[config.mk]
export PLATFORM = sky130hd
export DESIGN_NAME = banked_memory_page_mapper_unit_flat
export DESIGN_NICKNAME = d
export VERILOG_FILES = /design/src/hw/rtl/bmpm_pkg.sv /design/src/hw/rtl/bmpm_channels.sv /design/src/hw/rtl/bmpm_page_table.sv /design/src/hw/rtl/bmpm_translate.sv /design/src/hw/rtl/banked_memory_page_mapper_unit.sv /design/src/flat_wrapper.sv
export SDC_FILE = /design/constraint.sdc
export NUM_CORES = 1
export LEC_CHECK = 0
export BUFFER_PORTS_ARGS = -buffer_cell sky130_fd_sc_hd__buf_4
export CORE_UTILIZATION = 40
export CTS_CLUSTER_DIAMETER = 100
export CTS_CLUSTER_SIZE = 8
export DETAILED_ROUTE_END_ITERATION = 8
export GPL_ROUTABILITY_DRIVEN = 1
export SYNTH_ARGS = -nofsm -noshare
export SYNTH_HDL_FRONTEND = slang
export SYNTH_SLANG_ARGS = --single-unit
[constraint.sdc]
create_clock -name clock -period 4.3 [get_ports clock]
set_input_delay 0.86 -clock clock [delete_from_list [all_inputs] [get_ports clock]]
set_output_delay 0.86 -clock clock [all_outputs]
set_load 0.005 [all_outputs]
[src/hw/rtl/bmpm_pkg.sv]
// Shared types, codes and constants of the banked memory page mapper.
// Depends on nothing; every other file of the block but bmpm_channels refers to it by scoped names.
`default_nettype none

package bmpm_pkg;

   // Request codes as carried on the request channel.
   localparam logic [2:0] REQ_MEM_READ   = 3'd0;
   localparam logic [2:0] REQ_MEM_WRITE  = 3'd1;
   localparam logic [2:0] REQ_PORT_READ  = 3'd2;
   localparam logic [2:0] REQ_PORT_WRITE = 3'd3;
   localparam logic [2:0] REQ_IPL_RESET  = 3'd4;

   // Decoded I/O ports.
   localparam logic [7:0] PORT_MAP_POINTER = 8'hB4;
   localparam logic [7:0] PORT_MAP_DATA    = 8'hB5;
   localparam logic [7:0] PORT_DICT_BANK   = 8'hCE;
   localparam logic [7:0] PORT_KANJI_BANK  = 8'hCF;

   // Read value of a port that nothing decodes.
   localparam logic [7:0] PORT_UNDECODED = 8'hFF;

   // Page code ranges.
   localparam logic [5:0] PAGE_RAM_LAST   = 6'h1F;
   localparam logic [5:0] PAGE_VRAM_FIRST = 6'h20;
   localparam logic [5:0] PAGE_VRAM_LAST  = 6'h2F;
   localparam logic [5:0] PAGE_CRTC_FIRST = 6'h30;
   localparam logic [5:0] PAGE_CRTC_LAST  = 6'h33;
   localparam logic [5:0] PAGE_IPL_FIRST  = 6'h34;
   localparam logic [5:0] PAGE_IPL_LAST   = 6'h37;
   localparam logic [5:0] PAGE_TVRAM      = 6'h38;
   localparam logic [5:0] PAGE_KANJI      = 6'h39;
   localparam logic [5:0] PAGE_DICT       = 6'h3A;
   localparam logic [5:0] PAGE_PHONE_FIRST = 6'h3C;
   localparam logic [5:0] PAGE_PHONE_LAST  = 6'h3F;

   // Page geometry.
   localparam int PAGE_BITS  = 13;
   localparam int PAGES      = 8;
   localparam int INDEX_BITS = $clog2(PAGES);

   // Wait counts.
   localparam logic [1:0] WAIT_NONE  = 2'd0;
   localparam logic [1:0] WAIT_SHORT = 2'd1;
   localparam logic [1:0] WAIT_LONG  = 2'd2;

   typedef enum logic [3:0] {
      TARGET_RAM   = 4'd0,
      TARGET_VRAM  = 4'd1,
      TARGET_CRTC  = 4'd2,
      TARGET_IPL   = 4'd3,
      TARGET_TVRAM = 4'd4,
      TARGET_PCG   = 4'd5,
      TARGET_KANJI = 4'd6,
      TARGET_DICT  = 4'd7,
      TARGET_PHONE = 4'd8,
      TARGET_NONE  = 4'd9
   } target_type;

   // One item held between the input register and the result register.
   typedef struct packed {
      logic [2:0]            req_code;
      logic [15:0]           address;
      logic [INDEX_BITS-1:0] pointer;
   } stage_item_type;

   // Bank registers seen by the translation.
   typedef struct packed {
      logic [4:0] dict;
      logic [7:0] kanji;
   } bank_type;

   // Write request to the page table.
   typedef struct packed {
      logic                  enable;
      logic [INDEX_BITS-1:0] index;
      logic [5:0]            code;
   } table_write_type;

   // One result item.
   typedef struct packed {
      target_type  target;
      logic [17:0] offset;
      logic        write_enable;
      logic [1:0]  wait_cycles;
      logic [7:0]  port_data;
   } rsp_item_type;

   // Page code that the IPL reset loads into a given entry.
   function automatic logic [5:0] ipl_code(input logic [INDEX_BITS-1:0] index);
      logic [5:0] code;
      if (index[2]) begin
         code = 6'(index);
      end else begin
         code = PAGE_IPL_FIRST | 6'(index[1:0]);
      end
      return code;
   endfunction

endpackage

`default_nettype wire

[src/hw/rtl/bmpm_channels.sv]
// Handshake channels of the page mapper: request and response interfaces.
// Depends on nothing but the port widths of the block.
`default_nettype none

interface bmpm_req_if;
   logic        valid;
   logic        ready;
   logic [2:0]  req_type;
   logic [15:0] address;
   logic [7:0]  data;

   modport source (output valid, output req_type, output address, output data,
                   input ready);
   modport sink (input valid, input req_type, input address, input data,
                 output ready);
   modport monitor (input valid, input ready, input req_type, input address,
                    input data);
endinterface

interface bmpm_rsp_if;
   logic        valid;
   logic        ready;
   logic [3:0]  target;
   logic [17:0] offset;
   logic        write_enable;
   logic [1:0]  wait_cycles;
   logic [7:0]  port_data;

   modport source (output valid, output target, output offset, output write_enable,
                   output wait_cycles, output port_data, input ready);
   modport sink (input valid, input target, input offset, input write_enable,
                 input wait_cycles, input port_data, output ready);
   modport monitor (input valid, input ready, input target, input offset,
                    input write_enable, input wait_cycles, input port_data);
endinterface

`default_nettype wire

[src/hw/rtl/bmpm_page_table.sv]
// Page table: eight 6-bit page codes, one write port, a parallel IPL load and two registered
// read ports. Depends on bmpm_pkg for the write request type, the IPL codes and the index width.
`default_nettype none

module bmpm_page_table (
   input  wire logic                           clock,
   input  wire logic                           reset,
   input  wire bmpm_pkg::table_write_type      wr,
   input  wire logic                           ipl_load,
   input  wire logic                           rd_enable,
   input  wire logic [bmpm_pkg::INDEX_BITS-1:0] rd_page_index,
   input  wire logic [bmpm_pkg::INDEX_BITS-1:0] rd_ptr_index,
   output logic [5:0]                          rd_page_code,
   output logic [5:0]                          rd_ptr_code
);

   logic [5:0] code_mem [bmpm_pkg::PAGES];
   logic [bmpm_pkg::PAGES-1:0] valid_ff;
   logic [5:0] rd_page_ff;
   logic [5:0] rd_ptr_ff;

   // Storage write: either the whole IPL map at once or one code at the pointer.
   always_ff @(posedge clock) begin
      if (ipl_load) begin
         for (int i = 0; i < bmpm_pkg::PAGES; i++) begin
            code_mem[i] <= bmpm_pkg::ipl_code(bmpm_pkg::INDEX_BITS'(i));
         end
      end else if (wr.enable) begin
         code_mem[wr.index] <= wr.code;
      end
   end

   // An entry that was never written reads as its own index.
   always_ff @(posedge clock) begin
      if (reset) begin
         valid_ff <= '0;
      end else if (ipl_load) begin
         valid_ff <= '1;
      end else if (wr.enable) begin
         valid_ff[wr.index] <= 1'b1;
      end
   end

   // Registered reads; a write in the same cycle is seen only afterwards.
   always_ff @(posedge clock) begin
      if (rd_enable) begin
         rd_page_ff <= valid_ff[rd_page_index] ? code_mem[rd_page_index]
                                               : 6'(rd_page_index);
         rd_ptr_ff  <= valid_ff[rd_ptr_index] ? code_mem[rd_ptr_index]
                                              : 6'(rd_ptr_index);
      end
   end

   assign rd_page_code = rd_page_ff;
   assign rd_ptr_code  = rd_ptr_ff;

endmodule

`default_nettype wire

[src/hw/rtl/bmpm_translate.sv]
// Result decode: turns a staged item, its page codes and the banks into a result item.
// Depends on bmpm_pkg for codes, ranges and structure types.
`default_nettype none

module bmpm_translate (
   input  wire bmpm_pkg::stage_item_type item,
   input  wire logic [5:0]               page_code,
   input  wire logic [5:0]               ptr_code,
   input  wire bmpm_pkg::bank_type       banks,
   output bmpm_pkg::rsp_item_type        result
);

   logic [bmpm_pkg::PAGE_BITS-1:0] low;
   logic [7:0]                     port;
   logic [3:0]                     swz;
   logic                           wr;

   assign low  = item.address[bmpm_pkg::PAGE_BITS-1:0];
   assign port = item.address[7:0];
   assign wr   = (item.req_code == bmpm_pkg::REQ_MEM_WRITE);
   // Video RAM plane swizzle of the low nibble of the code.
   assign swz  = {page_code[2], page_code[1], page_code[3], page_code[0]};

   always_comb begin
      result.target       = bmpm_pkg::TARGET_NONE;
      result.offset       = '0;
      result.write_enable = 1'b0;
      result.wait_cycles  = bmpm_pkg::WAIT_NONE;
      result.port_data    = '0;

      unique case (item.req_code)
         bmpm_pkg::REQ_MEM_READ, bmpm_pkg::REQ_MEM_WRITE: begin
            // Memory access: the page code selects the region.
            case (page_code) inside
               [6'h00:bmpm_pkg::PAGE_RAM_LAST]: begin
                  result.target       = bmpm_pkg::TARGET_RAM;
                  result.offset       = {page_code[4:0], low};
                  result.write_enable = wr;
               end
               [bmpm_pkg::PAGE_VRAM_FIRST:bmpm_pkg::PAGE_VRAM_LAST]: begin
                  result.target       = bmpm_pkg::TARGET_VRAM;
                  result.offset       = {1'b0, swz, low};
                  result.write_enable = wr;
                  result.wait_cycles  = bmpm_pkg::WAIT_SHORT;
               end
               [bmpm_pkg::PAGE_CRTC_FIRST:bmpm_pkg::PAGE_CRTC_LAST]: begin
                  result.target       = bmpm_pkg::TARGET_CRTC;
                  result.offset       = {3'b000, page_code[1:0], low};
                  result.write_enable = wr;
                  result.wait_cycles  = bmpm_pkg::WAIT_LONG;
               end
               [bmpm_pkg::PAGE_IPL_FIRST:bmpm_pkg::PAGE_IPL_LAST]: begin
                  result.target = bmpm_pkg::TARGET_IPL;
                  result.offset = {3'b000, page_code[1:0], low};
               end
               bmpm_pkg::PAGE_TVRAM: begin
                  // The top quarter of the text page reaches nothing.
                  result.wait_cycles = bmpm_pkg::WAIT_SHORT;
                  if (low[12:11] != 2'b11) begin
                     result.target       = bmpm_pkg::TARGET_TVRAM;
                     result.offset       = {5'b00000, low};
                     result.write_enable = wr;
                  end
               end
               bmpm_pkg::PAGE_KANJI: begin
                  // With the kanji bank enabled the first 2 KB read kanji ROM.
                  result.wait_cycles = bmpm_pkg::WAIT_LONG;
                  if (banks.kanji[7] && (low[12:11] == 2'b00)) begin
                     result.target = bmpm_pkg::TARGET_KANJI;
                     result.offset = {banks.kanji[6:0], low[10:0]};
                  end else begin
                     result.target       = bmpm_pkg::TARGET_PCG;
                     result.offset       = {5'b00000, low};
                     result.write_enable = wr;
                  end
               end
               bmpm_pkg::PAGE_DICT: begin
                  result.target = bmpm_pkg::TARGET_DICT;
                  result.offset = {banks.dict, low};
               end
               [bmpm_pkg::PAGE_PHONE_FIRST:bmpm_pkg::PAGE_PHONE_LAST]: begin
                  result.target = bmpm_pkg::TARGET_PHONE;
                  result.offset = {3'b000, page_code[1:0], low};
               end
               default: begin
                  result.target = bmpm_pkg::TARGET_NONE;
               end
            endcase
         end
         bmpm_pkg::REQ_PORT_READ: begin
            // Port read: pointer, the entry at the pointer, or all ones.
            if (port == bmpm_pkg::PORT_MAP_POINTER) begin
               result.port_data = 8'(item.pointer);
            end else if (port == bmpm_pkg::PORT_MAP_DATA) begin
               result.port_data = {2'b00, ptr_code};
            end else begin
               result.port_data = bmpm_pkg::PORT_UNDECODED;
            end
         end
         default: begin
            result.port_data = '0;
         end
      endcase
   end

endmodule

`default_nettype wire

[src/hw/rtl/banked_memory_page_mapper_unit.sv]
// Top level of the banked memory page mapper: control, pointer, banks, result register.
// Depends on bmpm_pkg, bmpm_channels, bmpm_page_table and bmpm_translate.
//
//   channel | dir | payload                                            | handshake
//   --------+-----+----------------------------------------------------+----------
//   req_ch  | in  | req_type, address, data                            | valid/ready
//   rsp_ch  | out | target, offset, write_enable, wait_cycles, port_data | valid/ready
//
// One item is taken per cycle while the response side is not stalled; its result is held first
// behind the page table's registered read and the staging register, then in the result register.
// An IPL reset item loads all eight page table entries at the edge that accepts it.
// Reset is synchronous and clears the pointer, the banks and the entry valid bits.
// A stalled response holds one item in the result register and one in the staging
// register; acceptance resumes as soon as the response side takes an item.
`default_nettype none

module banked_memory_page_mapper_unit (
   input  wire logic   clock,
   input  wire logic   reset,
   bmpm_req_if.sink    req_ch,
   bmpm_rsp_if.source  rsp_ch
);

   localparam int IB = bmpm_pkg::INDEX_BITS;

   logic                    req_accept;
   logic [7:0]              port;
   logic                    out_free;
   logic                    s1_move;
   logic                    s1_free;

   logic                    s1_valid_ff, s1_valid_in;
   bmpm_pkg::stage_item_type s1_item_ff;
   logic                    rsp_valid_ff, rsp_valid_in;
   bmpm_pkg::rsp_item_type  rsp_item_ff;
   bmpm_pkg::rsp_item_type  result;

   logic [IB-1:0]           pointer_ff, pointer_in;
   bmpm_pkg::bank_type      banks_ff, banks_in;

   bmpm_pkg::table_write_type table_wr;
   logic                    ipl_load;
   logic [5:0]              page_code;
   logic [5:0]              ptr_code;

   // Flow control through the staging and result registers.
   assign out_free     = !rsp_valid_ff || rsp_ch.ready;
   assign s1_move      = s1_valid_ff && out_free;
   assign s1_free      = !s1_valid_ff || s1_move;
   assign req_ch.ready = s1_free;
   assign req_accept   = req_ch.valid && req_ch.ready;
   assign port         = req_ch.address[7:0];

   // Pointer and bank updates for port writes, port reads and IPL reset.
   always_comb begin
      pointer_in = pointer_ff;
      banks_in   = banks_ff;
      if (req_accept) begin
         unique case (req_ch.req_type)
            bmpm_pkg::REQ_PORT_READ: begin
               if (port == bmpm_pkg::PORT_MAP_DATA) begin
                  pointer_in = pointer_ff + 1'b1;
               end
            end
            bmpm_pkg::REQ_PORT_WRITE: begin
               if (port == bmpm_pkg::PORT_MAP_POINTER) begin
                  pointer_in = req_ch.data[IB-1:0];
               end else if (port == bmpm_pkg::PORT_MAP_DATA) begin
                  pointer_in = pointer_ff + 1'b1;
               end else if (port == bmpm_pkg::PORT_DICT_BANK) begin
                  banks_in.dict = req_ch.data[4:0];
               end else if (port == bmpm_pkg::PORT_KANJI_BANK) begin
                  banks_in.kanji = req_ch.data;
               end
            end
            bmpm_pkg::REQ_IPL_RESET: begin
               // The IPL load leaves the pointer back at zero.
               pointer_in = '0;
            end
            default: begin
               pointer_in = pointer_ff;
            end
         endcase
      end
   end

   // Page table write: the whole IPL map, or a code loaded at the pointer.
   assign ipl_load = req_accept && (req_ch.req_type == bmpm_pkg::REQ_IPL_RESET);

   always_comb begin
      table_wr.enable = 1'b0;
      table_wr.index  = pointer_ff;
      table_wr.code   = req_ch.data[5:0];
      if (req_accept && (req_ch.req_type == bmpm_pkg::REQ_PORT_WRITE)
          && (port == bmpm_pkg::PORT_MAP_DATA)) begin
         table_wr.enable = 1'b1;
      end
   end

   bmpm_page_table u_page_table (
      .clock         (clock),
      .reset         (reset),
      .wr            (table_wr),
      .ipl_load      (ipl_load),
      .rd_enable     (req_accept),
      .rd_page_index (req_ch.address[15:13]),
      .rd_ptr_index  (pointer_ff),
      .rd_page_code  (page_code),
      .rd_ptr_code   (ptr_code)
   );

   bmpm_translate u_translate (
      .item      (s1_item_ff),
      .page_code (page_code),
      .ptr_code  (ptr_code),
      .banks     (banks_ff),
      .result    (result)
   );

   // Control state.
   assign s1_valid_in  = req_accept || (s1_valid_ff && !s1_move);
   assign rsp_valid_in = s1_move || (rsp_valid_ff && !rsp_ch.ready);

   always_ff @(posedge clock) begin
      if (reset) begin
         s1_valid_ff     <= 1'b0;
         rsp_valid_ff    <= 1'b0;
         pointer_ff      <= '0;
         banks_ff        <= '0;
      end else begin
         s1_valid_ff     <= s1_valid_in;
         rsp_valid_ff    <= rsp_valid_in;
         pointer_ff      <= pointer_in;
         banks_ff        <= banks_in;
      end
   end

   // Staging and result payload.
   always_ff @(posedge clock) begin
      if (req_accept) begin
         s1_item_ff.req_code <= req_ch.req_type;
         s1_item_ff.address  <= req_ch.address;
         s1_item_ff.pointer  <= pointer_ff;
      end
      if (s1_move) begin
         rsp_item_ff <= result;
      end
   end

   assign rsp_ch.valid        = rsp_valid_ff;
   assign rsp_ch.target       = rsp_item_ff.target;
   assign rsp_ch.offset       = rsp_item_ff.offset;
   assign rsp_ch.write_enable = rsp_item_ff.write_enable;
   assign rsp_ch.wait_cycles  = rsp_item_ff.wait_cycles;
   assign rsp_ch.port_data    = rsp_item_ff.port_data;

endmodule

`default_nettype wire

[src/flat_wrapper.sv]
// flat-port wrapper written by rule: the top's interface ports become plain ports
module banked_memory_page_mapper_unit_flat 
  (clock, reset, req_ch_valid, req_ch_req_type, req_ch_address, req_ch_data, req_ch_ready, rsp_ch_valid, rsp_ch_target, rsp_ch_offset, rsp_ch_write_enable, rsp_ch_wait_cycles, rsp_ch_port_data, rsp_ch_ready);
  bmpm_req_if req_ch_i ();
  bmpm_rsp_if rsp_ch_i ();
  input  wire logic clock;
  input  wire logic reset;
  input wire logic [$bits(req_ch_i.valid)-1:0] req_ch_valid;
  input wire logic [$bits(req_ch_i.req_type)-1:0] req_ch_req_type;
  input wire logic [$bits(req_ch_i.address)-1:0] req_ch_address;
  input wire logic [$bits(req_ch_i.data)-1:0] req_ch_data;
  output wire logic [$bits(req_ch_i.ready)-1:0] req_ch_ready;
  output wire logic [$bits(rsp_ch_i.valid)-1:0] rsp_ch_valid;
  output wire logic [$bits(rsp_ch_i.target)-1:0] rsp_ch_target;
  output wire logic [$bits(rsp_ch_i.offset)-1:0] rsp_ch_offset;
  output wire logic [$bits(rsp_ch_i.write_enable)-1:0] rsp_ch_write_enable;
  output wire logic [$bits(rsp_ch_i.wait_cycles)-1:0] rsp_ch_wait_cycles;
  output wire logic [$bits(rsp_ch_i.port_data)-1:0] rsp_ch_port_data;
  input wire logic [$bits(rsp_ch_i.ready)-1:0] rsp_ch_ready;
  assign req_ch_i.valid = req_ch_valid;
  assign req_ch_i.req_type = req_ch_req_type;
  assign req_ch_i.address = req_ch_address;
  assign req_ch_i.data = req_ch_data;
  assign req_ch_ready = req_ch_i.ready;
  assign rsp_ch_valid = rsp_ch_i.valid;
  assign rsp_ch_target = rsp_ch_i.target;
  assign rsp_ch_offset = rsp_ch_i.offset;
  assign rsp_ch_write_enable = rsp_ch_i.write_enable;
  assign rsp_ch_wait_cycles = rsp_ch_i.wait_cycles;
  assign rsp_ch_port_data = rsp_ch_i.port_data;
  assign rsp_ch_i.ready = rsp_ch_ready;
  banked_memory_page_mapper_unit u_core (.clock(clock), .reset(reset), .req_ch(req_ch_i), .rsp_ch(rsp_ch_i));
endmodule
==> run metrics <==
run status finished, final reports clean; post-synthesis share of cell area spent on full adders, half adders and majority gates 0.00184; remaining antenna violation count 0; drt drc 0; Hold Crit Class register to register; overflow left after global routing 0; data required time of the worst path 4.41 ns; number of setup violations in the final report 0; pwr dens 394 nW/um^2; Post-Syn Area per Cell 13.0 um^2; worst r2r src u_core.pointer_ff[1]$_SDFFE_PP0P_; clock sink total 140; Worst Setup Start Kind register; Total Die Area 17,600 um^2; relative slew slack 0.330; CP Max Fanout 14; height of the die 133 um; register area share after synthesis 0.574; most frequent standard cell in the layout excluding fill and tap cells sky130_fd_sc_hd__edfxtp_1; fraction of synthesized area in multiplexers 0.108; kind of cell adding the most delay to the critical path simple AND/OR/NAND/NOR gates; maximum clock skew at final layout 0.00788 ns; fin. max-slew vios 0; destination of the worst register-to-register timing path u_core.u_page_table.code_mem[2][5]$_SDFFCE_PN1P_; Initial DRT Pass Iterations 5; cell types occupying the most area after synthesis sky130_fd_sc_hd__edfxtp_1, sky130_fd_sc_hd__dfxtp_1, sky130_fd_sc_hd__mux4_2; total count of hold-check failures in the final report 0; first-iteration detailed-routing DRC count 379; compound-cell area share of the yosys netlist 0.0943; static leakage power 2.76 nW; RePlAce Congestion 0.843; clock tree from TritonCTS done; nature of the critical path endpoint register; buffers and inverters on the worst path 1; setup TNS 0 ns; main combinational cell family by area after synthesis simple AND/OR/NAND/NOR gates; starting density of the core 0.411; worst skew pair latency 0.43 ns; global-route wire length before repair 25,200 um; CTS buffer count 17; antenna cells 0; switching fraction of total power 0.250; post-synthesis to final-layout area growth 17.8%; count of cell instances traversed by the critical path 4; number of flops mapped to enable cells by yosys 111; maximum single-stage delay on the critical path 0.83 ns; highest-delay cell along the critical path sky130_fd_sc_hd__dfxtp_1; number of levels in the clock H-tree 4; fraction of synthesized cell area in xor and xnor cells 0; Combinational Power Share 0.065; post-synthesis instance area 6820 um^2; Placement Rows 47; via density per instance 5.66; Post-CTS Setup Inserts 0; number of warning messages in the yosys log 0; flip-flop cell with the highest count after synthesis sky130_fd_sc_hd__edfxtp_1; number of buffers on the longest clock path 2; Placeable Area 16,600 um^2; largest net degree at the start of global routing 33; critical path arrival 2.73 ns; top cell type's share of synthesized area 0.489; number of nets in the final layout 611; master cell of the clock root buffer sky130_fd_sc_hd__clkbuf_16; syn nets 558; RSZ-0062 raised after global routing false; termination of the worst setup path u_core.u_page_table.code_mem[2][5]$_SDFFCE_PN1P_; Worst Hold Slack 0.480 ns; fraction of layout cells with a size suffix above 1 0.247; drt wl/cell 20.0 um; internal reg-to-reg setup slack 1.68 ns; simple logic cell fraction of the synthesized area 0.194; Gate Count Post-Synth 526; count of pins on the block boundary 66; share of total power in the clock network 0.447; type of the setup path with the least slack register to register; clock-pin slew of the registers on the worst-case setup and hold paths 0.07 ns; placed wire-length estimate after detailed placement 11,600 um; Worst-Margin Slew 1.00 ns; top library cells by usage in the layout, fill and taps aside sky130_fd_sc_hd__edfxtp_1, sky130_fd_sc_hd__buf_4, sky130_fd_sc_hd__and2_1, sky130_fd_sc_hd__nand2b_1, sky130_fd_sc_hd__a21oi_1; Routed Wire Length 16,300 um; ys async rst share 0; antenna violations before repair 0; Buffers on Ports 65; GRT Resource Usage Total 0.194; series of cell instances along the critical path inv_1 -> or3_1 -> nor3_4 -> or2_1; vias in the first global route 4,425; first element of the critical path u_core.pointer_ff[1]$_SDFFE_PP0P_; Fillers 1,481; Peak VDD IR 279 uV; final design utilization 0.484; Final period util 0.609; net switching power figure 0.792 mW; number of distinct library cells after synthesis 64; portion of total power attributed to sequential cells 0.488; internal power contribution 2.37 mW; Post-CTS Hold Fix Bufs 0; maximum frequency from static timing analysis 382 MHz; number of cells upsized or downsized after cts 0; number of vias after detailed routing 4,592; cells on worst reg2reg path 4; Die X 133 um; MaxCap Viol Count 0; Seq cells post-synth 140; post-synthesis cell type with the largest combined area sky130_fd_sc_hd__edfxtp_1; fin crit period 2.62 ns
==> power groups by stage <==
stage / Sequential (mW) / Combinational (mW) / Clock, mW
final: 1.54 / 0.206 / 1.41
after global placement: 1.57 / 0.204 / 0
after CTS: 1.54 / 0.207 / 1.44
after floorplan: 1.55 / 0.128 / 0
after global routing: 1.55 / 0.223 / 1.49
after detailed placement: 1.57 / 0.207 / 0
==> layer usage <==
layer / vias to the layer above / GRT usage / wire length, um
li1: 2131 / - / -
met1: 2259 / 0.251 / 7000
met2: 171 / 0.315 / 8000
met3: 31 / 0.0414 / 910
met4: 0 / 0.0875 / 364
met5: - / 0 / 0
==> cell usage after synthesis (5+ instances only) <==
cell	number
sky130_fd_sc_hd__nor2b_1	9
sky130_fd_sc_hd__a31oi_1	8
sky130_fd_sc_hd__mux4_2	25
sky130_fd_sc_hd__nor2_1	26
sky130_fd_sc_hd__dfxtp_1	29
sky130_fd_sc_hd__o31a_1	9
sky130_fd_sc_hd__edfxtp_1	111
sky130_fd_sc_hd__nand2_1	14
sky130_fd_sc_hd__nor3_1	6
sky130_fd_sc_hd__inv_1	10
sky130_fd_sc_hd__a21oi_1	31
sky130_fd_sc_hd__mux2_2	5
sky130_fd_sc_hd__o22ai_1	5
sky130_fd_sc_hd__and2_1	38
sky130_fd_sc_hd__o21ai_0	25
sky130_fd_sc_hd__nand3_1	21
sky130_fd_sc_hd__or2_1	9
sky130_fd_sc_hd__mux2i_1	12
sky130_fd_sc_hd__clkbuf_1	20
sky130_fd_sc_hd__nand2b_1	31
==> logic make-up (layout without fill, tap and decap cells) <==
logic type               after synthesis  in the layout
AND/OR/NAND/NOR                      201            201
flip-flops                           140            140
AO/OA/AOI/OAI                        100            100
multiplexers                          42             42
buffers and inverters                 42            108
adder cells (fa/ha/maj)                1              1
==> worst min-delay path by stage <==
stage,from,end,cells after the start
2_1_floorplan,u_core.banks_ff[12]$_SDFFE_PP0P_,u_core.banks_ff[12]$_SDFFE_PP0P_,2
4_1_cts,u_core.banks_ff[6]$_SDFFE_PP0P_,u_core.banks_ff[6]$_SDFFE_PP0P_,2
5_1_grt,u_core.banks_ff[5]$_SDFFE_PP0P_,u_core.banks_ff[5]$_SDFFE_PP0P_,2
3_5_place_dp,u_core.banks_ff[6]$_SDFFE_PP0P_,u_core.banks_ff[6]$_SDFFE_PP0P_,2
6_report,u_core.banks_ff[6]$_SDFFE_PP0P_,u_core.banks_ff[6]$_SDFFE_PP0P_,2
3_3_place_gp,u_core.banks_ff[5]$_SDFFE_PP0P_,u_core.banks_ff[5]$_SDFFE_PP0P_,2
==> sequential cells by signal (all words and copies together), names as in the netlist, named ones only <==
signal and flops:
u_core.u_page_table.rd_page_code 6, u_core.rsp_ch.wait_cycles 2, u_core.rsp_ch.port_data 7, u_core.banks_ff 13, u_core.s1_valid_ff 1, u_core.s1_item_ff 19, u_core.rsp_ch.write_enable 1, u_core.u_page_table.code_mem 48
u_core.rsp_ch.target 4, u_core.u_page_table.rd_ptr_code 6, u_core.pointer_ff 3, u_core.rsp_ch.valid 1, u_core.rsp_ch.offset 18, u_core.u_page_table.valid_ff 8
==> final cells by class <==
cell class	count	area, um^2	area share
inverter	10	37.5	0.00467
timing repair buffer	66	495	0.0617
tap	220	275	0.0343
sequential	140	3910	0.487
clock inverter	15	154	0.0192
multi-input combinational	344	2730	0.340
clock buffer	17	425	0.0530
==> stage by stage <==
stage / power (mW) / instances / setup slack (ns) / cell area, um^2
2_1_floorplan: 1.68 / 526 / 0.562 / 6820
3_3_place_gp: 1.78 / 780 / 1.33 / 7450
3_5_place_dp: 1.78 / 780 / 1.26 / 7450
4_1_cts: 3.19 / 812 / 1.65 / 8030
5_1_grt: 3.27 / 812 / 1.57 / 8030
6_report: 3.16 / 812 / 1.68 / 8030
==> worst reg2reg max path: stages, from the launching register on <==
cell                      delay (ns)
sky130_fd_sc_hd__dfxtp_1        0.83
sky130_fd_sc_hd__inv_1          0.44
sky130_fd_sc_hd__or3_1          0.49
sky130_fd_sc_hd__nor3_4         0.24
sky130_fd_sc_hd__or2_1          0.30
Power figures use the tool's default switching activity.
